`src/hw/rtl/tssc_pkg.sv`:
```
// package for the texture surface size calculator
// holds the format decode types, status codes and the format lookup function
package tssc_pkg;

  localparam int unsigned WidthW  = 16;
  localparam int unsigned HeightW = 16;
  localparam int unsigned FormatW = 8;
  localparam int unsigned TotalW  = 36;
  localparam int unsigned RowW    = 20;
  localparam int unsigned RowsW   = 17;
  localparam int unsigned StatusW = 2;

  typedef enum logic [StatusW-1:0] {
    ST_OK       = 2'd0,
    ST_BADFMT   = 2'd1,
    ST_OVERFLOW = 2'd2
  } status_e;

  typedef enum logic [2:0] {
    KIND_BPP    = 3'd0,
    KIND_BLOCK  = 3'd1,
    KIND_PACKED = 3'd2,
    KIND_PLANAR = 3'd3,
    KIND_NV11   = 3'd4,
    KIND_BAD    = 3'd5
  } kind_e;

  typedef struct packed {
    kind_e      kind;
    logic [4:0] bpe;  // bytes per block or per pixel pair
    logic [7:0] bpp;  // bits per pixel for the generic case
  } fmt_t;

  function automatic logic [7:0] bits_per_pixel(input logic [FormatW-1:0] f);
    logic [7:0] b;
    b = 8'd0;
    if (f >= 8'd1 && f <= 8'd4)          b = 8'd128;
    else if (f >= 8'd5 && f <= 8'd8)     b = 8'd96;
    else if (f >= 8'd9 && f <= 8'd22)    b = 8'd64;
    else if (f >= 8'd23 && f <= 8'd47)   b = 8'd32;
    else if (f >= 8'd48 && f <= 8'd59)   b = 8'd16;
    else if (f >= 8'd60 && f <= 8'd65)   b = 8'd8;
    else if (f == 8'd66)                 b = 8'd1;
    else if (f >= 8'd67 && f <= 8'd69)   b = 8'd32;
    else if (f >= 8'd70 && f <= 8'd72)   b = 8'd4;
    else if (f >= 8'd73 && f <= 8'd78)   b = 8'd8;
    else if (f >= 8'd79 && f <= 8'd81)   b = 8'd4;
    else if (f >= 8'd82 && f <= 8'd84)   b = 8'd8;
    else if (f == 8'd85 || f == 8'd86)   b = 8'd16;
    else if (f >= 8'd87 && f <= 8'd93)   b = 8'd32;
    else if (f >= 8'd94 && f <= 8'd99)   b = 8'd8;
    else if (f == 8'd100 || f == 8'd101) b = 8'd32;
    else if (f == 8'd102)                b = 8'd64;
    else if (f == 8'd103)                b = 8'd12;
    else if (f == 8'd104 || f == 8'd105) b = 8'd24;
    else if (f == 8'd106)                b = 8'd12;
    else if (f == 8'd107)                b = 8'd32;
    else if (f == 8'd108 || f == 8'd109) b = 8'd64;
    else if (f == 8'd110)                b = 8'd12;
    else if (f >= 8'd111 && f <= 8'd113) b = 8'd8;
    else if (f == 8'd114 || f == 8'd115) b = 8'd16;
    else if (f == 8'd130 || f == 8'd131) b = 8'd16;
    else if (f == 8'd132)                b = 8'd24;
    return b;
  endfunction

  function automatic fmt_t decode_format(input logic [FormatW-1:0] f);
    fmt_t r;
    r.kind = KIND_BPP;
    r.bpe  = 5'd0;
    r.bpp  = bits_per_pixel(f);
    if ((f >= 8'd70 && f <= 8'd72) || (f >= 8'd79 && f <= 8'd81)) begin
      r.kind = KIND_BLOCK;
      r.bpe  = 5'd8;
    end else if ((f >= 8'd73 && f <= 8'd78) || (f >= 8'd82 && f <= 8'd84) ||
                 (f >= 8'd94 && f <= 8'd99)) begin
      r.kind = KIND_BLOCK;
      r.bpe  = 5'd16;
    end else if (f == 8'd68 || f == 8'd69 || f == 8'd107) begin
      r.kind = KIND_PACKED;
      r.bpe  = 5'd4;
    end else if (f == 8'd108 || f == 8'd109) begin
      r.kind = KIND_PACKED;
      r.bpe  = 5'd8;
    end else if (f == 8'd103 || f == 8'd106 || f == 8'd130) begin
      r.kind = KIND_PLANAR;
      r.bpe  = 5'd2;
    end else if (f == 8'd104 || f == 8'd105) begin
      r.kind = KIND_PLANAR;
      r.bpe  = 5'd4;
    end else if (f == 8'd110) begin
      r.kind = KIND_NV11;
    end else if (r.bpp == 8'd0) begin
      r.kind = KIND_BAD;
    end
    return r;
  endfunction

endpackage

```
`src/hw/rtl/tssc_req_if.sv`:
```
// request channel of the surface size calculator: valid/ready plus one query
// depends on tssc_pkg for the field widths
interface tssc_req_if;
  import tssc_pkg::*;

  logic               valid;
  logic               ready;
  logic [WidthW-1:0]  surface_width;
  logic [HeightW-1:0] surface_height;
  logic [FormatW-1:0] pixel_format;

  modport source (output valid, surface_width, surface_height, pixel_format,
                  input ready);
  modport sink   (input valid, surface_width, surface_height, pixel_format,
                  output ready);
endinterface

```
`src/hw/rtl/tssc_rsp_if.sv`:
```
// response channel of the surface size calculator: valid/ready plus one result
// depends on tssc_pkg for the field widths
interface tssc_rsp_if;
  import tssc_pkg::*;

  logic               valid;
  logic               ready;
  logic [TotalW-1:0]  total_bytes;
  logic [RowW-1:0]    bytes_per_row;
  logic [RowsW-1:0]   row_total;
  logic [StatusW-1:0] status;

  modport source (output valid, total_bytes, bytes_per_row, row_total, status,
                  input ready);
  modport sink   (input valid, total_bytes, bytes_per_row, row_total, status,
                  output ready);
endinterface

```
`src/hw/rtl/texture_surface_size_calc.sv`:
```
// Surface size calculator: each request beat (width, height, DXGI format code)
// gives one response beat with the row pitch in bytes, the row count and the
// total byte size, plus a status (ok, unknown format, total above 32 bits).
// Three register stages: format decode and row pitch, then the 20x17 row
// multiply, then the planar chroma add and overflow check, which is also the
// output register. One beat is taken every cycle unless a full pipeline is
// stalled, and a stalled response holds it without losing or repeating beats.
// depends on tssc_pkg, tssc_req_if and tssc_rsp_if
module texture_surface_size_calc (
  input  logic clk_i,
  input  logic rst_ni,
  tssc_req_if.sink   req_i,
  tssc_rsp_if.source rsp_o
);
  import tssc_pkg::*;

  // stage handshake
  logic v1_q, v2_q, v3_q;
  logic rdy1, rdy2, rdy3;

  assign rdy3        = !v3_q || rsp_o.ready;
  assign rdy2        = !v2_q || rdy3;
  assign rdy1        = !v1_q || rdy2;
  assign req_i.ready = rdy1;

  always_ff @(posedge clk_i or negedge rst_ni) begin
    if (!rst_ni) begin
      v1_q <= 1'b0;
      v2_q <= 1'b0;
      v3_q <= 1'b0;
    end else begin
      if (rdy1) v1_q <= req_i.valid;
      if (rdy2) v2_q <= v1_q;
      if (rdy3) v3_q <= v2_q;
    end
  end

  // stage 1: decode, row pitch, multiplier and row count
  fmt_t              fmt;
  logic [RowW-1:0]   row1_d;
  logic [RowsW-1:0]  mult1_d, rows1_d;
  logic [16:0]       w_pair, h_ext, h_half;
  logic [14:0]       w_blk, h_blk;
  logic [23:0]       bits_sum;
  logic [17:0]       nv11_row;

  logic [RowW-1:0]   row1_q;
  logic [RowsW-1:0]  mult1_q, rows1_q;
  logic              planar1_q, bad1_q;

  always_comb begin
    fmt      = decode_format(req_i.pixel_format);
    h_ext    = {1'b0, req_i.surface_height};
    w_pair   = ({1'b0, req_i.surface_width} + 17'd1) >> 1;
    h_half   = (h_ext + 17'd1) >> 1;
    // a zero size stays zero through the round-up to whole blocks
    w_blk    = 15'(({1'b0, req_i.surface_width} + 17'd3) >> 2);
    h_blk    = 15'((h_ext + 17'd3) >> 2);
    nv11_row = {1'b0, w_blk, 2'b00};
    bits_sum = 24'(req_i.surface_width * fmt.bpp) + 24'd7;
    row1_d   = '0;
    mult1_d  = '0;
    rows1_d  = '0;
    unique case (fmt.kind)
      KIND_BLOCK: begin
        row1_d  = RowW'(w_blk * fmt.bpe);
        mult1_d = RowsW'(h_blk);
        rows1_d = RowsW'(h_blk);
      end
      KIND_PACKED: begin
        row1_d  = RowW'(w_pair * fmt.bpe);
        mult1_d = h_ext;
        rows1_d = h_ext;
      end
      KIND_PLANAR: begin
        row1_d  = RowW'(w_pair * fmt.bpe);
        mult1_d = h_ext;
        rows1_d = h_ext + h_half;
      end
      KIND_NV11: begin
        row1_d  = RowW'(nv11_row);
        mult1_d = {req_i.surface_height, 1'b0};
        rows1_d = {req_i.surface_height, 1'b0};
      end
      KIND_BPP: begin
        row1_d  = bits_sum[RowW+2:3];
        mult1_d = h_ext;
        rows1_d = h_ext;
      end
      default: begin
        row1_d  = '0;
        mult1_d = '0;
        rows1_d = '0;
      end
    endcase
  end

  always_ff @(posedge clk_i) begin
    if (rdy1 && req_i.valid) begin
      row1_q    <= row1_d;
      mult1_q   <= mult1_d;
      rows1_q   <= rows1_d;
      planar1_q <= (fmt.kind == KIND_PLANAR);
      bad1_q    <= (fmt.kind == KIND_BAD);
    end
  end

  // stage 2: row pitch times row multiplier
  logic [TotalW-1:0] prod2_q;
  logic [RowW-1:0]   row2_q;
  logic [RowsW-1:0]  rows2_q;
  logic              planar2_q, bad2_q;

  always_ff @(posedge clk_i) begin
    if (rdy2 && v1_q) begin
      prod2_q   <= TotalW'(row1_q * mult1_q);
      row2_q    <= row1_q;
      rows2_q   <= rows1_q;
      planar2_q <= planar1_q;
      bad2_q    <= bad1_q;
    end
  end

  // stage 3: half-size chroma plane and 32-bit range check
  logic [TotalW-1:0]  total3_d;
  logic [StatusW-1:0] status3_d;
  logic [TotalW-1:0]  total3_q;
  logic [RowW-1:0]    row3_q;
  logic [RowsW-1:0]   rows3_q;
  logic [StatusW-1:0] status3_q;

  always_comb begin
    total3_d = planar2_q ? prod2_q + ((prod2_q + TotalW'(1)) >> 1) : prod2_q;
    priority if (bad2_q) begin
      status3_d = ST_BADFMT;
    end else if (|total3_d[TotalW-1:32]) begin
      status3_d = ST_OVERFLOW;
    end else begin
      status3_d = ST_OK;
    end
  end

  always_ff @(posedge clk_i) begin
    if (rdy3 && v2_q) begin
      total3_q  <= total3_d;
      row3_q    <= row2_q;
      rows3_q   <= rows2_q;
      status3_q <= status3_d;
    end
  end

  assign rsp_o.valid         = v3_q;
  assign rsp_o.total_bytes   = total3_q;
  assign rsp_o.bytes_per_row = row3_q;
  assign rsp_o.row_total     = rows3_q;
  assign rsp_o.status        = status3_q;

endmodule

```
`src/flat_wrapper.sv`:
```
// flat-port wrapper written by rule: the top's interface ports become plain ports
module texture_surface_size_calc_flat import tssc_pkg::*;
  (clk_i, rst_ni, req_i_valid, req_i_surface_width, req_i_surface_height, req_i_pixel_format, req_i_ready, rsp_o_valid, rsp_o_total_bytes, rsp_o_bytes_per_row, rsp_o_row_total, rsp_o_status, rsp_o_ready);
  tssc_req_if req_i_i ();
  tssc_rsp_if rsp_o_i ();
  input  logic clk_i;
  input  logic rst_ni;
  input wire logic [$bits(req_i_i.valid)-1:0] req_i_valid;
  input wire logic [$bits(req_i_i.surface_width)-1:0] req_i_surface_width;
  input wire logic [$bits(req_i_i.surface_height)-1:0] req_i_surface_height;
  input wire logic [$bits(req_i_i.pixel_format)-1:0] req_i_pixel_format;
  output wire logic [$bits(req_i_i.ready)-1:0] req_i_ready;
  output wire logic [$bits(rsp_o_i.valid)-1:0] rsp_o_valid;
  output wire logic [$bits(rsp_o_i.total_bytes)-1:0] rsp_o_total_bytes;
  output wire logic [$bits(rsp_o_i.bytes_per_row)-1:0] rsp_o_bytes_per_row;
  output wire logic [$bits(rsp_o_i.row_total)-1:0] rsp_o_row_total;
  output wire logic [$bits(rsp_o_i.status)-1:0] rsp_o_status;
  input wire logic [$bits(rsp_o_i.ready)-1:0] rsp_o_ready;
  assign req_i_i.valid = req_i_valid;
  assign req_i_i.surface_width = req_i_surface_width;
  assign req_i_i.surface_height = req_i_surface_height;
  assign req_i_i.pixel_format = req_i_pixel_format;
  assign req_i_ready = req_i_i.ready;
  assign rsp_o_valid = rsp_o_i.valid;
  assign rsp_o_total_bytes = rsp_o_i.total_bytes;
  assign rsp_o_bytes_per_row = rsp_o_i.bytes_per_row;
  assign rsp_o_row_total = rsp_o_i.row_total;
  assign rsp_o_status = rsp_o_i.status;
  assign rsp_o_i.ready = rsp_o_ready;
  texture_surface_size_calc u_core (.clk_i(clk_i), .rst_ni(rst_ni), .req_i(req_i_i), .rsp_o(rsp_o_i));
endmodule
```
`config.mk`:
```
export PLATFORM = sky130hd
export DESIGN_NAME = texture_surface_size_calc_flat
export DESIGN_NICKNAME = d
export VERILOG_FILES = /design/src/hw/rtl/tssc_pkg.sv /design/src/hw/rtl/tssc_req_if.sv /design/src/hw/rtl/tssc_rsp_if.sv /design/src/hw/rtl/texture_surface_size_calc.sv /design/src/flat_wrapper.sv
export SDC_FILE = /design/constraint.sdc
export NUM_CORES = 1
export LEC_CHECK = 0
export BUFFER_PORTS_ARGS = -buffer_cell sky130_fd_sc_hd__buf_2
export CAP_MARGIN = 5
export CORE_MARGIN = 8
export CORE_UTILIZATION = 59
export DETAILED_ROUTE_END_ITERATION = 7
export PLACE_DENSITY_LB_ADDON = 0.12
export SYNTH_ARGS = -nofsm -noshare
export SYNTH_HDL_FRONTEND = slang
export SYNTH_SLANG_ARGS = --single-unit
```
`constraint.sdc`:
```
create_clock -name clk_i -period 6 [get_ports clk_i]
set_input_delay 0.3 -clock clk_i [delete_from_list [all_inputs] [get_ports clk_i]]
set_output_delay 0.3 -clock clk_i [all_outputs]
set_load 0.01 [all_outputs]
```
# Yosys cells after proc, flatten, opt, wreduce, memory -nomap -nowiden
# Cells that the tools add are included.
# totals
reg_bits,209
inputBits,44
wordCells,166
# classes
add_sub_neg,8
multipliers,4
magnitude_cmp,28
eq_ne,26
muxes,41
n_reduce_logical,42
# ops
cell,count
2-to-1 mux 8 bit,31
== test 8 x 7 -> 1 bit (second input constant),18
case mux 20 bit (4 select lines),1
less-or-equal comparator 8 x 7 -> 1 bit (second input constant),9
case mux 17 bit (4 select lines),1
greater-or-equal comparator 8 x 7 -> 1 bit (second input constant),8
case mux 17 bit (3 select lines),1
adder 36 x 1 -> 36 bit (second input constant),1
adder 36 x 35 -> 36 bit,1
multiplier 20 x 17 -> 36 bit,1
2-to-1 mux 36 bit,1
adder 16 x 1 -> 17 bit (second input constant),2
adder 16 x 2 -> 17 bit (second input constant),2
== test 8 bit (second input constant),3
adder 23 x 3 -> 23 bit (second input constant),1
multiplier 16 x 8 -> 23 bit,1
multiplier 15 x 5 -> 20 bit,1
multiplier 16 x 5 -> 20 bit,1
adder 16 x 16 -> 17 bit,1
logical AND 1 bit,17
greater-or-equal comparator 8 x 6 -> 1 bit (second input constant),2
less-or-equal comparator 8 x 6 -> 1 bit (second input constant),2
logical OR 1 bit,16
2-to-1 mux 3 bit,4
other kinds (18),23

# Longest topological paths before layout
# Gate-level depths: netlist (run 1).
# depth
depth_word,40
depth_mapped,27
ltp_nobuf,24

# Least setup slack after synthesis (run 1)
# OpenSTA, ideal clock, no wires.
# synth_path
kind,flip-flop to flip-flop
startpoint,reg u_core.row1_q[13]
endpoint,reg u_core.prod2_q[35] (data pin)
setup_time_ns,0.266
arrival_time_ns,6.314
setup_slack_ns,-0.580
stages_incl_launch_ff,23
n_path_buf,2
period_less_slack_ns,6.580
cell_sequence,edfxtp_1 clkbuf_1 clkbuf_1 nand2_1 fa_1 inv_1 fa_1 inv_1 fa_1 inv_1 fa_1 fa_1 fa_1 ha_1 a21o_1 a21o_1 a21o_1 a2111oi_0 o21a_1 a21oi_1 o41ai_1 o311a_1 o211ai_1
# synth_between
elab_chain_len,1
# synth_rtl
item,line_no,text
start: declaration,texture_surface_size_calc.sv:47,logic [RowW-1:0] row1_q;
start signal: assignment,texture_surface_size_calc.sv:100,row1_q <= row1_d;
multiplier 20 x 17 -> 36 bit,texture_surface_size_calc.sv:116,prod2_q <= TotalW'(row1_q * mult1_q);
end signal: assignment,texture_surface_size_calc.sv:116,
end: declaration,texture_surface_size_calc.sv:109,logic [TotalW-1:0] prod2_q;
# Every way passes these cells.
# A chain may end at the register's enable or synchronous reset.

# Worst setup path after layout (run 1)
# layout_path
startpoint,reg u_core.mult1_q[5]
endpoint,reg u_core.prod2_q[33] (data pin)
# layout_between
elab_chain_len,1
# layout_rtl
item,line_no,text
start: declaration,texture_surface_size_calc.sv:48,"logic [RowsW-1:0] mult1_q, rows1_q;"
start signal: assignment,texture_surface_size_calc.sv:101,mult1_q <= mult1_d;
multiplier 20 x 17 -> 36 bit,texture_surface_size_calc.sv:116,
# Every way passes these cells.

==> key figures, run 1 <==
Min path
  • Min-delay src: rsp_o_ready
  • Worst Hold Class: in -> reg
  • Worst Hold Path EP: u_core.rsp_o.valid
  • Hold depth: 3

Logic synthesis
  • Sequential area share after synthesis: 20.7%
  • Proportion of netlist area held by the largest area contributor: 25.9%
  • EDFF count, synth: 206
  • Most common flop cell mapped by yosys: edfxtp_1
  • Top cells by area, synth: fa_1, edfxtp_1, ha_1
  • Synth Warn #: 0
  • Yosys reg bits: 209
  • Asr flop ratio synth: 1.44%
  • Post-Syn Nets: 4,002
  • Synth unique cells: 87
  • Syn avg cell area: 9.24 um2
  • Syn Inst Count: 3,280
  • Post-Syn Area: 30,300 um2
  • Top cell type by total area after synthesis: fa_1

Die
  • Die Y: 243 um
  • Std cell rows: 83
  • Die Area: 58,900 um2
  • Core box area: 51,100 um2
  • Die W: 243 um
  • Initial core utilization: 59.3%
  • IO Pins: 121

Power
  • Pleak: 0.0174 uW
  • Total power: 20,200 uW
  • Pwr dens: 566 nW/um2
  • Max VDD drop: 1030 uV

Clock network
  • TritonCTS Buffers: 23
  • CTS tree: built
  • H-Tree Depth: 1
  • Clock transition at path regs: 0.06 ns
  • # clock sinks: 209
  • Skew-Pair Late Insertion Delay: 0.57 ns
  • CTS max path bufs: 3
  • CTS Root Cell: clkbuf_16

Drt
  • DRT Pass-1 Iters: 6
  • WL per Instance: 19.0 um
  • Routed wire length: 82.9 mm
  • Vias: 24,700
  • Initial DRC Count: 1,270
  • Via/cell ratio: 5.65
  • DRT antenna net count: 0
  • Drc violations: 0

Global route
  • Total grt overflow: 0
  • GRT Total Usage: 27.5%
  • Largest net degree at the start of global routing: 76
  • GRT busiest layer: met2
  • Initial antenna violation count: 1
  • M3 GR Usage: 2.68%
  • Met1 GRT Util: 31.9%
  • First-pass GRT wire length: 132 mm
  • Grt met2 use: 50.9%
  • Vias in the first global route: 25,900

Critical path
  • Critical path peak fanout: 5
  • Most common cell on crit path: fa_1
  • Slowest cell on the critical path: fa_2
  • Worst R2R Setup Slack: -0.18 ns
  • Critical Path RT: 6.29 ns
  • Crit path max-delay family: adder cells
  • Critical Path Sink Type: flop
  • Ordered list of cells on the worst path: buf_12, buf_12, nand2_2, fa_1, inv_2, fa_1, inv_1, fa_1, inv_1, fa_1, fa_1, fa_2, ha_4, a21o_1, a21o_1, a21o_1, a2111oi_4, o21a_1, a21oi_4, o41ai_4, buf_4, o311ai_1
  • CP arrival: 6.46 ns
  • Cell count of the worst reg-to-reg path: 22
  • Crit path kind: reg -> reg
  • Type of origin of the critical path: flop
  • Slowest cell delay on critical path: 0.60 ns
  • Worst r2r dst: u_core.prod2_q[33]
  • Buffer and inverter count on the worst path: 6
  • Reg2Reg Launch Point: u_core.mult1_q[5]

STA
  • Fin crit period: 6.18 ns
  • Fin Setup TNS: -0.863 ns
  • Worst slew pin tran: 1.10 ns
  • Final Hold Fails: 0
  • Final setup vio count: 9
  • Layout Skew: 0.0235 ns
  • Relative slew slack: 26.3%
  • Final critical-path share of the clock period: 103%
  • RSZ-0062 raised after global routing: true
  • Final worst setup slack: -0.179 ns
  • Max Slew Vio Count: 0
  • Fmax: 0.162 GHz

Final layout
  • Syn-to-layout area delta: 17.7%
  • Inserted Diodes: 0
  • Fraction of layout cells with a size suffix above 1: 18.9%
  • Final Cell Area: 35,700 um2
  • Commonest non-fill, non-tap cell in the layout: nand2_1
  • Util after Layout: 69.8%
  • Most frequent cells in the layout: nand2_1, inv_1, fa_1, buf_4, ha_1
  • Number of nets in the layout: 4,387

Status
  • Status: finished, violations left
  • Failing checks: setup timing

Placed design
  • DP HPWL: 66.6 mm
  • Placed Area: 34,000 um2
  • IO buf count: 120
  • Placer Congestion: 0.941

Job
  • Max Cap Violations: 0
## area by class of cell
cell class / count / area (um2)
Clock buffer: 25 / 583
Fill cell: 4029 / 15400
Sequential cell: 209 / 6260
Tap cell: 680 / 851
Multi-Input combinational cell: 2426 / 22100
Timing Repair Buffer: 508 / 3790
Clock inverter: 16 / 176
Inverter: 497 / 1870
## worst max path at each step
stage                          startpoint  cells past startpoint                 end  slack (ns)
global placement    req_i_pixel_format[2]                     23   u_core.row1_q[10]       -0.41
detailed placement  req_i_pixel_format[1]                     24   u_core.row1_q[10]       -0.54
global route            u_core.row1_q[12]                     25  u_core.prod2_q[33]       -0.42
floorplan               u_core.row1_q[11]                     24  u_core.prod2_q[35]       0.004
finish                  u_core.mult1_q[5]                     22  u_core.prod2_q[33]       -0.18
CTS                     u_core.mult1_q[7]                     25  u_core.prod2_q[33]       -0.06
## state kept, by name, summed over array words and instances (netlist names), 2 cells and up
signal	count
u_core.mult1_q	17
u_core.rows2_q	17
u_core.prod2_q	36
u_core.row2_q	20
u_core.rsp_o.row_total	17
u_core.row1_q	20
u_core.rsp_o.total_bytes	36
u_core.rsp_o.bytes_per_row	20
u_core.rows1_q	17
u_core.rsp_o.status	2
## cells by family after synthesis
logic type / share of synthesized area [%]
adders and majority gates: 37.7
xor gates and xnor gates: 5.87
muxes: 1.18
buffers and inverters: 8.05
AOI/OAI and AO/OA: 9.80
and+or+nand+nor: 16.8
DFF: 20.7
## report_power, final
| part | internal (uW) | switching [uW] |
|---|---|---|
| clock | 836 | 630 |
| combinational | 7780 | 8150 |
| sequential | 2510 | 298 |
| total | 11100 | 9080 |
## Yosys cell counts, types with 8 or more instances
library cell and n:
a211oi_1 9, a21boi_0 9, a21o_1 45, a21oi_1 108, a221o_1 8, a221oi_1 8, a22oi_1 12, a31oi_1 10
and2_1 150, and3_1 30, buf_2 16, clkbuf_1 126, edfxtp_1 206, fa_1 392, ha_1 286, inv_1 496
mux2_2 30, nand2_1 538, nand2b_1 24, nand3_1 60, nand4_1 19, nor2_1 107, nor2b_1 45, nor3_1 42
o211ai_1 16, o21a_1 23, o21ai_0 81, o21bai_1 13, o31ai_1 8, or2_2 13, or3_1 15, xnor2_1 124
xor2_1 79
## routing by layer
| layer | up-vias | share of wire (%) |
|---|---|---|
| met5 | - | 0.012 |
| met4 | 2 | 5.1 |
| met3 | 205 | 4.7 |
| met2 | 770 | 52 |
| met1 | 12200 | 39 |
| li1 | 11500 | - |
## tightest hold or removal path: stages
cell and delay [ns]:
buf_2 0.08, nand2b_1 0.11, nand2b_1 0.05
## timing repair
action,in CTS,in global routing
pin swaps,50,39
buffers inserted,21,26
endpoints found under the hold margin,4,0
cloned,1,1
resized for setup,58,65
hold buffers,2,0
endpoints found under the setup margin,11,22
## metrics by stage
stage / worst slack [ns] / std cells / hold WS (ns)
after global routing: -0.422 / 4361 / 0.0428
after detailed placement: -0.541 / 4273 / 0.102
after floorplan: 0.00385 / 3280 / 0.00441
after global placement: -0.412 / 4273 / 0.0968
after CTS: -0.0552 / 4337 / 0.00656
final: -0.179 / 4361 / 0.0289
Power figures use the tool's default switching activity.
==> run 2: changes to the inputs <==
==> constraint.sdc (replaced) <==
create_clock -name clk_i -period 6 [get_ports clk_i]
set_input_delay 0 -clock clk_i [delete_from_list [all_inputs] [get_ports clk_i]]
set_output_delay 0 -clock clk_i [all_outputs]
set_load 0.01 [all_outputs]
==> key figures, run 2 (same netlist as run 1, synthesis figures left out) <==
Global route
  • GRT Total Usage: 27.3% (-0.21 points)
  • Total grt overflow: 0 (unchanged)
  • Initial antenna violation count: 1 (unchanged)
  • First-pass GRT wire length: 132 mm (-0.34%)
  • Largest net degree at the start of global routing: 76 (unchanged)
  • Vias in the first global route: 26,200 (+1.5%)

Power
  • Total power: 20,000 uW (-0.94%)
  • Clock share of power: 7.7% (+0.4 points)
  • Sequential power share: 14.0% (about the same)
  • Internal power: 11,000 uW (-1.4%)
  • Sw frac: 45.2% (+0.27 points)
  • Pleak: 0.0172 uW (-0.98%)
  • Combinational power share: 78.3% (-0.6 points)
  • Max VDD drop: 1100 uV (+6.9%)
  • Sw Pwr: 9050 uW (-0.34%)
  • Pwr dens: 565 nW/um2 (-0.18%)

Clock network
  • Clock transition at path regs: 0.06 ns (about the same)
  • # clock sinks: 209 (unchanged)
  • CTS Root Cell: clkbuf_16
  • H-Tree Depth: 1 (unchanged)
  • Skew-Pair Late Insertion Delay: 0.57 ns (about the same)
  • CTS tree: built
  • CTS max path bufs: 3 (unchanged)
  • TritonCTS Buffers: 25 (+8.7%)

Critical path
  • Ordered list of cells on the worst path: buf_6, buf_4, nand2_2, fa_1, fa_1, inv_1, fa_1, inv_2, fa_1, fa_1, inv_2, fa_1, ha_4, buf_6, o21a_1, o211ai_1, o21bai_4, nand3_1, o211a_1, o21ai_2, a31oi_2, or4_1, nand3_1
  • Crit path max-delay family: adder cells
  • Worst R2R Setup Slack: -0.15 ns (+0.03 ns)
  • Critical path peak fanout: 5 (unchanged)
  • Slowest cell delay on critical path: 0.57 ns (-0.03 ns)
  • Most common cell on crit path: fa_1
  • Crit path kind: reg -> reg
  • Critical Path Sink Type: flop
  • Slowest cell on the critical path: fa_1
  • CP arrival: 6.58 ns (+0.12 ns)
  • Buffer and inverter count on the worst path: 6 (unchanged)
  • Critical Path RT: 6.43 ns (+0.14 ns)
  • Type of origin of the critical path: flop

Status
  • Failing checks: setup timing
  • Status: finished, violations left

STA
  • Fmax: 0.163 GHz (+0.53%)
  • Layout Skew: 0.0217 ns (-0.00172 ns)
  • Final setup vio count: 8 (-1)
  • Final Hold Fails: 0 (unchanged)
  • Max Slew Vio Count: 0 (unchanged)
  • Final worst setup slack: -0.146 ns (+0.0328 ns)
  • Worst slew pin tran: 1.12 ns (+0.0175 ns)
  • Fin crit period: 6.15 ns (-0.0328 ns)
  • RSZ-0062 raised after global routing: true
  • Relative slew slack: 25.6% (-0.67 points)
  • Final critical-path share of the clock period: 102% (-0.55 points)

Final layout
  • Syn-to-layout area delta: 16.8%
  • Final Cell Area: 35,400 um2 (-0.76%)
  • Number of nets in the layout: 4,356 (-0.71%)
  • Most frequent cells in the layout: nand2_1, inv_1, fa_1, buf_4, ha_1
  • Fraction of layout cells with a size suffix above 1: 17.4% (-1.5 points)
  • Util after Layout: 69.3% (-0.53 points)
  • Commonest non-fill, non-tap cell in the layout: nand2_1

Placed design
  • Post-place setup slack: -0.312 ns (+0.229 ns)
  • IO buf count: 120 (unchanged)
  • Placed Area: 33,500 um2 (-1.6%)
  • Placer Congestion: 0.937 (-0.39%)
  • DP HPWL: 65.6 mm (-1.6%)

Die
  • Die Y: 243 um (unchanged)
  • Die Area: 58,900 um2 (unchanged)
  • IO Pins: 121 (unchanged)
  • Std cell rows: 83 (unchanged)
  • Core box area: 51,100 um2 (unchanged)
  • Die W: 243 um (unchanged)
  • Initial core utilization: 59.3% (unchanged)

Drt
  • Drc violations: 0 (unchanged)
  • Via/cell ratio: 5.65 (about the same)
  • WL per Instance: 19.0 um (-0.13%)
  • Vias: 24,500 (-0.64%)
  • Routed wire length: 82.2 mm (-0.75%)
  • DRT antenna net count: 0 (unchanged)
  • DRT Pass-1 Iters: 7 (+1)
  • Initial DRC Count: 1,380 (+8.7%)

Job
  • Max Cap Violations: 0 (unchanged)

Min path
  • Worst Hold Class: in -> reg
[run 2: worst paths after layout]
path                                         start                  to  cells after the start
setup reg to reg                  u_core.row1_q[8]  u_core.prod2_q[34]                     23
hold / removal             req_i_surface_width[15]   u_core.row1_q[15]                      3
setup / recovery                  u_core.row1_q[8]  u_core.prod2_q[34]                     23
min in group asynchronous                   rst_ni  u_core.rsp_o.valid                      3
hold reg to reg                  u_core.rows1_q[8]   u_core.rows2_q[8]                      0
max in group asynchronous                   rst_ni         u_core.v2_q                      3
[run 2: power groups by stage]
stage               clock, uW  sequential, uW  combinational, uW
floorplan                   0            2810               8800
global placement            0            2830              13200
detailed placement          0            2840              13400
CTS                      1570            2800              14700
global route             1600            2840              17100
finish                   1530            2800              15700
[run 2: timing repair]
item                                   4_1_cts  5_1_grt
resized for setup                           53       71
setup buffers                               30       20
setup endpoints to repair                   14       15
gates cloned                                 1        1
endpoints found under the hold margin       35        0
hold buffers                                24        0
pin swaps                                   40       63
[run 2: final cells by class]
cell class | count | area [um2]
Multi-Input combinational cell | 2426 | 22100
Fill cell | 4032 | 15700
Sequential cell | 209 | 6260
Timing Repair Buffer | 475 | 3530
Inverter | 497 | 1870
Tap cell | 680 | 851
Clock buffer | 29 | 641
Clock inverter | 17 | 173
Antenna cell | 1 | 2.50
[run 2: metal layers]
layer / GRT usage, % / wire (um) / vias up
met5: 0 / 0 / -
met3: 2.47 / 3670 / 176
met4: 10.8 / 3290 / 0
met2: 52.3 / 44300 / 700
li1: - / - / 11400
met1: 30.9 / 31000 / 12200
[run 2: worst reg2reg max path: stages, from the launching register on]
cell and delay, ns:
edfxtp_1 0.41, buf_6 0.15, buf_4 0.14, nand2_2 0.08
fa_1 0.44, fa_1 0.51, inv_1 0.05, fa_1 0.49
inv_2 0.04, fa_1 0.50, fa_1 0.54, inv_2 0.04
fa_1 0.57, ha_4 0.21, buf_6 0.11, o21a_1 0.18
o211ai_1 0.24, o21bai_4 0.17, nand3_1 0.09, o211a_1 0.27
o21ai_2 0.18, a31oi_2 0.12, or4_1 0.40, nand3_1 0.08
[run 2: per-stage QoR]
| step | setup TNS (ns) | std cells | hold slack (ns) |
|---|---|---|---|
| CTS | -0.257 | 4313 | 0.170 |
| finish | -0.511 | 4334 | 0.218 |
| global route | -2.63 | 4333 | 0.237 |
| floorplan | -0.0139 | 3280 | -0.296 |
| detailed placement | -3.40 | 4212 | -0.200 |
| global placement | -2.46 | 4212 | -0.205 |
